File: config.mk
export PLATFORM = sky130hd
export DESIGN_NAME = nkro_key_report_builder
export DESIGN_NICKNAME = d
export VERILOG_FILES = /design/src/sv/nkro_pkg.sv /design/src/sv/nkro_key_report_builder.sv
export VERILOG_INCLUDE_DIRS = /design/src /design/src/sv
export SDC_FILE = /design/constraint.sdc
export NUM_CORES = 1
export LEC_CHECK = 0
export BUFFER_PORTS_ARGS = -buffer_cell sky130_fd_sc_hd__buf_2
export CORE_UTILIZATION = 55
export DETAILED_ROUTE_END_ITERATION = 16
export GPL_TIMING_DRIVEN = 1
export PLACE_DENSITY = 0.82
export RECOVER_POWER = 100
export SETUP_SLACK_MARGIN = 0.02
export SYNTH_ARGS = -nofsm -noshare
export SYNTH_HDL_FRONTEND = slang
export SYNTH_SLANG_ARGS = --single-unit
File: constraint.sdc
create_clock -name clk -period 5.03 [get_ports clk]
set_input_delay 0 -clock clk [delete_from_list [all_inputs] [get_ports clk]]
set_output_delay 0 -clock clk [all_outputs]
set_load 0.05 [all_outputs]
File: src/sv/assert_macros.svh
// Assertion macros for the RTL; they expect clk and arst_n in scope.
`ifndef ASSERT_MACROS_SVH
`define ASSERT_MACROS_SVH

// same-cycle implication
`define CHK_IMPL(lbl, ante, cons) \
	lbl: assert property (@(posedge clk) disable iff (!arst_n) (ante) |-> (cons)) \
		else $error("assertion failed: same-cycle implication");

// next-cycle implication
`define CHK_NEXT(lbl, ante, cons) \
	lbl: assert property (@(posedge clk) disable iff (!arst_n) (ante) |=> (cons)) \
		else $error("assertion failed: next-cycle implication");

`endif

File: src/sv/nkro_pkg.sv
// Package for the NKRO report builder: sizes, word types, codes and the control store.
package nkro_pkg;

	localparam int KEY_MAP_BYTES    = 29;
	localparam int LAST_KEY_CODE    = 221;
	localparam int REPORT_KEY_LIMIT = 29;
	localparam int KB_EFF = (KEY_MAP_BYTES < REPORT_KEY_LIMIT) ? KEY_MAP_BYTES : REPORT_KEY_LIMIT;
	localparam int IDX_W  = (KB_EFF > 1) ? $clog2(KB_EFF) : 1;

	localparam logic [IDX_W-1:0] IDX_END  = IDX_W'(KB_EFF - 1);
	localparam logic [4:0]       MOD_PAGE = 5'b11100; // codes E0..E7

	typedef enum logic [2:0] {
		CMD_PRESS   = 3'd0,
		CMD_RELEASE = 3'd1,
		CMD_REL_ALL = 3'd2,
		CMD_SEND    = 3'd3,
		CMD_QUERY   = 3'd4
	} cmd_t;

	typedef enum logic [2:0] {
		ST_DONE      = 3'd0,
		ST_RANGE     = 3'd1,
		ST_UNCHANGED = 3'd2,
		ST_SENT      = 3'd3,
		ST_REFUSED   = 3'd4
	} status_t;

	typedef struct packed {
		logic [2:0] command;
		logic [7:0] key_code;
		logic       host_accepted;
	} cmd_word_t;

	typedef struct packed {
		logic       is_report_byte;
		logic [7:0] report_byte;
		logic [4:0] byte_index;
		logic       end_of_report;
		logic [2:0] status;
		logic       key_now;
		logic       key_before;
		logic       any_modifier_now;
		logic       any_modifier_before;
		logic       last;
	} rpt_word_t;

	// program addresses
	typedef enum logic [3:0] {
		P_IDLE   = 4'd0,
		P_UPD    = 4'd1,
		P_STAT   = 4'd2,
		P_CLR    = 4'd3,
		P_CMPL   = 4'd4,
		P_DEC    = 4'd5,
		P_MOD    = 4'd6,
		P_KEY    = 4'd7,
		P_NEXT   = 4'd8,
		P_COMMIT = 4'd9
	} pc_t;

	typedef enum logic [3:0] {
		OP_IDLE,
		OP_UPDATE,
		OP_STATUS,
		OP_CLEAR,
		OP_CMP,
		OP_DECIDE,
		OP_MOD,
		OP_KEY,
		OP_NEXT,
		OP_COMMIT
	} op_t;

	typedef enum logic [2:0] {
		C_NEXT,     // fall through
		C_ALWAYS,   // jump to target
		C_DISPATCH, // wait for a command word, then branch on it
		C_NOT_END,  // jump while the byte index is short of the last key byte
		C_PRE,      // jump while the first of two reports is in progress
		C_SAME      // jump if nothing differs from the last sent report
	} cond_t;

	typedef struct packed {
		op_t   op;
		cond_t cond;
		pc_t   target;
		logic  sel_idx; // key stores addressed by the byte counter, not the code
	} ctrl_t;

	function automatic ctrl_t ucode(pc_t pc);
		ctrl_t w;
		w = '{op: OP_IDLE, cond: C_ALWAYS, target: P_IDLE, sel_idx: 1'b0};
		unique case (pc)
			P_IDLE:   w = '{op: OP_IDLE,   cond: C_DISPATCH, target: P_IDLE,   sel_idx: 1'b0};
			P_UPD:    w = '{op: OP_UPDATE, cond: C_NEXT,     target: P_STAT,   sel_idx: 1'b0};
			P_STAT:   w = '{op: OP_STATUS, cond: C_ALWAYS,   target: P_IDLE,   sel_idx: 1'b0};
			P_CLR:    w = '{op: OP_CLEAR,  cond: C_ALWAYS,   target: P_STAT,   sel_idx: 1'b0};
			P_CMPL:   w = '{op: OP_CMP,    cond: C_NOT_END,  target: P_CMPL,   sel_idx: 1'b1};
			P_DEC:    w = '{op: OP_DECIDE, cond: C_SAME,     target: P_STAT,   sel_idx: 1'b0};
			P_MOD:    w = '{op: OP_MOD,    cond: C_NEXT,     target: P_KEY,    sel_idx: 1'b0};
			P_KEY:    w = '{op: OP_KEY,    cond: C_NOT_END,  target: P_KEY,    sel_idx: 1'b1};
			P_NEXT:   w = '{op: OP_NEXT,   cond: C_PRE,      target: P_MOD,    sel_idx: 1'b0};
			P_COMMIT: w = '{op: OP_COMMIT, cond: C_ALWAYS,   target: P_IDLE,   sel_idx: 1'b0};
			default:  w = '{op: OP_IDLE,   cond: C_ALWAYS,   target: P_IDLE,   sel_idx: 1'b0};
		endcase
		return w;
	endfunction

endpackage

File: src/sv/nkro_key_report_builder.sv
// NKRO key report builder: key bitmap, modifier byte, last-sent copies and report streaming.
//
//   channel | direction | handshake             | word
//   cmd     | in        | cmd_valid / cmd_stall | cmd_word  (command, key_code, host_accepted)
//   rpt     | out       | rpt_valid / rpt_stall | rpt_word  (report bytes and status)
//
// One command at a time; cmd_stall is high whenever the sequencer is away from its idle step.
// Query and unknown commands go straight to the status step; press and release first take an
// update step and release all a clear step. A send makes a compare pass over the key bytes and
// a decide step, then reports its status if unchanged, or else streams one or two reports, each a
// modifier byte, the key bytes and a bubble step, and ends with a commit step.
// rpt_stall holds the sequencer on a word-emitting step only while the output register is full.
// Reset clears both key stores and both modifier bytes at once.
`include "assert_macros.svh"

module nkro_key_report_builder import nkro_pkg::*; (
	input  logic      clk,
	input  logic      arst_n,
	input  logic      cmd_valid,
	output logic      cmd_stall,
	input  cmd_word_t cmd_word,
	output logic      rpt_valid,
	input  logic      rpt_stall,
	output rpt_word_t rpt_word
);

	pc_t        pc_q;
	logic [7:0] cur_keys_q  [KB_EFF];
	logic [7:0] sent_keys_q [KB_EFF];
	logic [7:0] cur_mods_q;
	logic [7:0] sent_mods_q;
	rpt_word_t  rpt_q;
	logic       rpt_valid_q;

	logic [2:0]       cmd_q;
	logic [7:0]       code_q;
	logic             acc_q;
	logic [IDX_W-1:0] idx_q;
	logic             differ_q;
	logic             pass_q;    // 1 while streaming the final report
	logic             pre_sel_q; // first report: 1 sent keys + current mods, 0 the reverse
	logic             now_q;
	logic             before_q;

	ctrl_t            cw;
	logic             is_key;
	logic             is_mod;
	logic [IDX_W-1:0] code_idx;
	logic [IDX_W-1:0] addr;
	logic [7:0]       cur_byte;
	logic [7:0]       sent_byte;
	logic [7:0]       bit_mask;
	logic             live_now;
	logic             live_before;
	logic             flag_now;
	logic             flag_before;
	logic             send_taken;
	logic [7:0]       mod_diff;
	logic             pre_on;
	logic             pre_off;
	logic             same;
	logic             emit;
	logic             advance;
	logic             accept;
	logic             at_end;
	pc_t              pc_inc;
	pc_t              pc_d;
	pc_t              dispatch_pc;
	rpt_word_t        word_d;

	assign cw       = ucode(pc_q);
	assign is_key   = (code_q <= 8'(LAST_KEY_CODE)) && (code_q[7:3] < 5'(KB_EFF));
	assign is_mod   = !is_key && (code_q[7:3] == MOD_PAGE);
	assign code_idx = code_q[3 +: IDX_W];
	assign addr     = cw.sel_idx ? idx_q : code_idx;
	assign cur_byte  = cur_keys_q[addr];
	assign sent_byte = sent_keys_q[addr];
	assign bit_mask  = 8'b1 << code_q[2:0];

	assign live_now    = is_key ? |(cur_byte & bit_mask)
	                   : is_mod ? |(cur_mods_q & bit_mask) : 1'b0;
	assign live_before = is_key ? |(sent_byte & bit_mask)
	                   : is_mod ? |(sent_mods_q & bit_mask) : 1'b0;
	// key stores are busy with the byte counter while streaming, so use the latched bits
	assign flag_now    = cw.sel_idx ? now_q : live_now;
	assign flag_before = cw.sel_idx ? before_q : live_before;
	// an accepted send leaves the sent copy equal to the current one
	assign send_taken  = (cmd_q == CMD_SEND) && acc_q;

	assign mod_diff = cur_mods_q ^ sent_mods_q;
	assign pre_on   = differ_q && |(mod_diff & cur_mods_q);
	assign pre_off  = differ_q && !pre_on && |(mod_diff & sent_mods_q);
	assign same     = !differ_q && (mod_diff == 8'd0);
	assign at_end   = (idx_q == IDX_END);

	assign emit    = (cw.op == OP_STATUS) || (cw.op == OP_MOD) || (cw.op == OP_KEY);
	assign advance = !emit || !rpt_valid_q || !rpt_stall;
	assign accept  = cmd_valid && !cmd_stall;

	assign cmd_stall = (pc_q != P_IDLE);
	assign rpt_valid = rpt_valid_q;
	assign rpt_word  = rpt_q;

	always_comb begin
		unique case (cmd_word.command)
			CMD_PRESS, CMD_RELEASE: dispatch_pc = P_UPD;
			CMD_REL_ALL:            dispatch_pc = P_CLR;
			CMD_SEND:               dispatch_pc = P_CMPL;
			default:                dispatch_pc = P_STAT;
		endcase
	end

	always_comb begin
		pc_inc = pc_t'(pc_q + 4'd1);
		unique case (cw.cond)
			C_NEXT:     pc_d = pc_inc;
			C_ALWAYS:   pc_d = cw.target;
			C_DISPATCH: pc_d = cmd_valid ? dispatch_pc : P_IDLE;
			C_NOT_END:  pc_d = at_end ? pc_inc : cw.target;
			C_PRE:      pc_d = pass_q ? pc_inc : cw.target;
			C_SAME:     pc_d = same ? cw.target : pc_inc;
			default:    pc_d = P_IDLE;
		endcase
	end

	// result word for the current step
	always_comb begin
		word_d = '0;
		word_d.key_now             = flag_now;
		word_d.key_before          = send_taken ? flag_now : flag_before;
		word_d.any_modifier_now    = |cur_mods_q;
		word_d.any_modifier_before = send_taken ? |cur_mods_q : |sent_mods_q;
		word_d.status              = ST_DONE;
		unique case (cw.op)
			OP_STATUS: begin
				word_d.last = 1'b1;
				if (cmd_q == CMD_SEND) begin
					word_d.status = ST_UNCHANGED;
				end else if ((cmd_q == CMD_PRESS || cmd_q == CMD_RELEASE || cmd_q == CMD_QUERY)
				             && !is_key && !is_mod) begin
					word_d.status = ST_RANGE;
				end
			end
			OP_MOD: begin
				word_d.is_report_byte = 1'b1;
				word_d.report_byte    = (!pass_q && !pre_sel_q) ? sent_mods_q : cur_mods_q;
			end
			OP_KEY: begin
				word_d.is_report_byte = 1'b1;
				word_d.report_byte    = (!pass_q && pre_sel_q) ? sent_byte : cur_byte;
				word_d.byte_index     = 5'(idx_q) + 5'd1;
				word_d.end_of_report  = at_end;
				if (at_end && pass_q) begin
					word_d.last   = 1'b1;
					word_d.status = acc_q ? ST_SENT : ST_REFUSED;
				end
			end
			default: ;
		endcase
	end

	// control state and the key/modifier stores
	always_ff @(posedge clk or negedge arst_n) begin
		if (!arst_n) begin
			pc_q        <= P_IDLE;
			rpt_valid_q <= 1'b0;
			cur_mods_q  <= '0;
			sent_mods_q <= '0;
			for (int i = 0; i < KB_EFF; i++) begin
				cur_keys_q[i]  <= '0;
				sent_keys_q[i] <= '0;
			end
		end else begin
			if (emit && advance) begin
				rpt_valid_q <= 1'b1;
			end else if (!rpt_stall) begin
				rpt_valid_q <= 1'b0;
			end
			if (advance) begin
				pc_q <= pc_d;
				unique case (cw.op)
					OP_UPDATE: begin
						if (is_key) begin
							if (cmd_q == CMD_PRESS) cur_keys_q[code_idx] <= cur_byte | bit_mask;
							else                    cur_keys_q[code_idx] <= cur_byte & ~bit_mask;
						end else if (is_mod) begin
							if (cmd_q == CMD_PRESS) cur_mods_q <= cur_mods_q | bit_mask;
							else                    cur_mods_q <= cur_mods_q & ~bit_mask;
						end
					end
					OP_CLEAR: begin
						cur_mods_q <= '0;
						for (int i = 0; i < KB_EFF; i++) begin
							cur_keys_q[i] <= '0;
						end
					end
					OP_COMMIT: begin
						if (acc_q) begin
							sent_mods_q <= cur_mods_q;
							for (int i = 0; i < KB_EFF; i++) begin
								sent_keys_q[i] <= cur_keys_q[i];
							end
						end
					end
					default: ;
				endcase
			end
		end
	end

	// datapath registers
	always_ff @(posedge clk) begin
		if (emit && advance) begin
			rpt_q <= word_d;
		end
		if (accept) begin
			cmd_q    <= cmd_word.command;
			code_q   <= cmd_word.key_code;
			acc_q    <= cmd_word.host_accepted;
			idx_q    <= '0;
			differ_q <= 1'b0;
		end else if (advance) begin
			unique case (cw.op)
				OP_CMP: begin
					differ_q <= differ_q | (cur_byte != sent_byte);
					idx_q    <= at_end ? '0 : idx_q + IDX_W'(1);
				end
				OP_DECIDE: begin
					pass_q    <= !(pre_on || pre_off);
					pre_sel_q <= pre_on;
					idx_q     <= '0;
					now_q     <= live_now;
					before_q  <= live_before;
				end
				OP_KEY:  idx_q <= at_end ? '0 : idx_q + IDX_W'(1);
				OP_NEXT: begin
					pass_q <= 1'b1;
					idx_q  <= '0;
				end
				default: ;
			endcase
		end
	end

	`CHK_IMPL(a_idx_range, pc_q != P_IDLE, idx_q <= IDX_END)
	`CHK_NEXT(a_last_ends, emit && advance && word_d.last, pc_q == P_IDLE || pc_q == P_NEXT)
	`CHK_NEXT(a_commit_copy, advance && cw.op == OP_COMMIT && acc_q, sent_mods_q == cur_mods_q)
	`CHK_IMPL(a_eor_index, rpt_valid_q && rpt_q.end_of_report, rpt_q.byte_index == 5'(KB_EFF))

endmodule
==> metrics.cfg <==
[clock_network]
clk_pin_slew_ps = 60
cts_tree = done
cts_max_level = 2
postCtsSetupBuffers = 0
cts.sinks = 530
numCtsBuffers = 55
root_buffer = clkbuf_16
insertion_delay_ps = 640
clockBufferDepth = 3

[die]
rows = 80
core_um2 = 47800
io_pins = 41
die_y_um = 223
initial_core_util = 0.559
die_w_um = 223
die-area_um2 = 49500

[sta]
slew_headroom = -1.74
finalHoldViolations = 0
rsz0062_at_grt = false
worstMarginPinSlew_ps = 4110
clock_skew_ps = 22.5
fin_crit_sh = 0.990
max_freq_mhz = 201
setup_viol = 0
drv_slew = 906
fin_crit_ps = 4980

[setup_path]
crit_family = simple AND/OR/NAND/NOR gates
critPathMostFrequentCell = nand3_1
path_class = reg2reg
crit_buf_inv = 2
crit_path_end_kind = register
critical_path_required_ps = 5380
crit_chain = inv_1 > ha_1 > or3b_2 > mux2i_4 > nor2_1 > a32oi_1 > nand3_1 > nand3_1 > mux2i_1 > buf_4 > a211oi_1
slowest_stage = mux2i_1
crit_fanout = 17
cp_num_cells = 11
rr_worst_depth = 11
worstPathArrival_ps = 5320
worst_setup_path_start_kind = register
max_stage_delay_ps = 1020

[outcome]
status = finished with violations
violations = max-capacitance violations, max-slew violations

[pwr]
cell_internal_pwr_mw = 9.06
p_comb_frac = 0.371
power_leakage_nw = 13.1
cellPowerDensity_nw_per_um2 = 515
swShare = 0.413
p_sw_mw = 6.37
ir_drop_uv = 298
finalPower_mw = 15.4
p_seq_frac = 0.347
power.share.clock = 0.283

[logic_synthesis]
syn_area_per_cell_um2 = 9.78
seq_area_frac_synth = 0.502
ys_warn_count = 0
synthTopCellsByCount = nand2_1, dfrtp_1, a21oi_1, mux2_2, nor2_1
synth_cell_types = 71
yosysTopAreaCell = dfrtp_1
synth_edf_count = 39
synthTopCellsByArea = dfrtp_1, mux2_2, nand2_1
syn_inst = 2735
synth_area_um2 = 26700
synth_top_area_share = 0.454
synth.net_count = 2775
synth-seq-cells = 530
synth_most_common_cell = nand2_1
synth-main-ff-cell = dfrtp_1
synthArstFlopShare = 0.915

[detailed_routing]
first_pass_iters = 7
wl_um = 91300
drtAntennaViolNets = 0
drt_first_iter_violations = 3068
vias_per_cell = 6.62
num_vias = 22800
wire_per_inst_um = 26.5
drc = 0

[grt]
grt.overflow.total = 0
antenna_found_initial = 1
first_global_vias = 22500
grtUsageTotal = 0.369
grt_pass1_wl_um = 138000
grt_start_max_net_pins = 154

[placed_design]
placed_cell_area_um2 = 28000
port_buffers = 40
post-place-cells = 3326
gp_congestion = 1.01
place_hpwl_um = 61500

[final_layout]
seq_area_um2 = 13400
fin_cells = 3446
final_nets = 2825
fill_cells = 3804
multiInputGateArea_um2 = 12400
syn2layout_area_growth_pct = 11.9
drive_gt1_frac = 0.167
design_area_um2 = 29900

[hold_path]
min_path_cells = 2
hp-class = in2reg

[job]
maxCapViolCount = 9

==> stage by stage <==
step	TNS (ps)	hold WS (ps)	utilization	setup WS, ps
final	0	97.6	0.626	51.7
after global routing	0	107	0.626	5.19
after CTS	0	57.0	0.630	138
after detailed placement	-122	40.9	0.585	-44.9
after global placement	0	41.4	0.585	47.2
after floorplan	0	-296	-	1030
==> sequential cells by signal, summed over array words and instances (netlist names) <==
name	cells
acc_q	1
before_q	1
cmd_q	3
code_q	8
cur_keys_q	232
cur_mods_q	8
differ_q	1
idx_q	5
now_q	1
pass_q	1
pc_q	4
pre_sel_q	1
rpt_valid	1
rpt_word	23
sent_keys_q	232
sent_mods_q	8
==> power groups by stage <==
stage	combinational, mW	sequential (mW)	clock (mW)
2_1_floorplan	3.21	5.41	0
3_3_place_gp	5.47	5.36	0
3_5_place_dp	5.53	5.38	0
4_1_cts	5.58	5.31	4.37
5_1_grt	5.93	5.39	4.53
6_report	5.72	5.34	4.36
==> final cells by class <==
class	instances	share of cell area
Multi-Input combinational cell	1976	0.415
Timing Repair Buffer	171	0.0397
Antenna cell	1	0.0000836
Inverter	51	0.00639
Clock buffer	77	0.0541
Sequential cell	530	0.449
Clock inverter	25	0.0108
Tap cell	615	0.0257
==> placed cells by master, fill, tap and decap left out, drive strengths merged, types with 9 or more instances in the layout <==
| cell | instances |
|---|---|
| o221ai | 13 |
| nor4 | 12 |
| o22ai | 34 |
| nor3 | 11 |
| nand4 | 16 |
| inv | 54 |
| nand3 | 45 |
| nor2b | 20 |
| a31oi | 12 |
| clkbuf | 126 |
| ha | 24 |
| mux2i | 151 |
| a211oi | 81 |
| mux2 | 241 |
| o21ai | 80 |
| dfrtp | 485 |
| xnor2 | 9 |
| a21oi | 266 |
| a2111oi | 9 |
| nand2 | 627 |
| buf | 106 |
| a22oi | 13 |
| clkinv | 14 |
| a32oi | 16 |
| o211ai | 11 |
| edfxtp | 39 |
| nand2b | 26 |
| nor2 | 156 |
| dlygate4sd3 | 16 |
==> worst register-to-register path: cells and delay by family, from the launching register on <==
| family | cells | cell delay, ps |
|---|---|---|
| multiplexers | 2 | 1340 |
| buffers and inverters | 2 | 580 |
| adder cells (fa/ha/maj) | 1 | 340 |
| flip-flops | 1 | 370 |
| AO/OA/AOI/OAI | 2 | 310 |
| AND/OR/NAND/NOR | 4 | 1760 |
==> worst paths after layout <==
path,from,end,slack [ps]
hold / removal,cmd_word[5],code_q[4],100
max in group asynchronous,arst_n,sent_keys_q[227],1020
setup / recovery,pc_q[1],cur_keys_q[29],50
min in group asynchronous,arst_n,sent_keys_q[100],1090
hold reg to reg,sent_keys_q[209],sent_keys_q[209],480
setup reg to reg,pc_q[1],cur_keys_q[29],50
==> cell families after synthesis <==
kind of cell / synth area share
xor+xnor: 0.00393
mux: 0.160
flops: 0.502
simple gates: 0.149
compound gates: 0.137
fa+ha+maj: 0.0112
buf+inv: 0.0374
==> per-layer routing <==
layer,vias up,routed length (µm),global-route usage,share of wire
li1,9741,-,-,-
met1,11300,35200,0.482,0.39
met2,1456,40900,0.570,0.45
met3,334,10200,0.104,0.11
met4,0,4990,0.170,0.055
met5,-,0,0,0
==> repair_timing <==
| item | 4_1_cts | 5_1_grt |
|---|---|---|
| gates cloned | 0 | 0 |
| gates resized for setup | 1 | 3 |
| pin swaps | 0 | 1 |
| setup endpoints to repair | 28 | 55 |
| hold buffers | 17 | 0 |
| hold endpoints to repair | 163 | 0 |
Power figures use the tool's default switching activity.
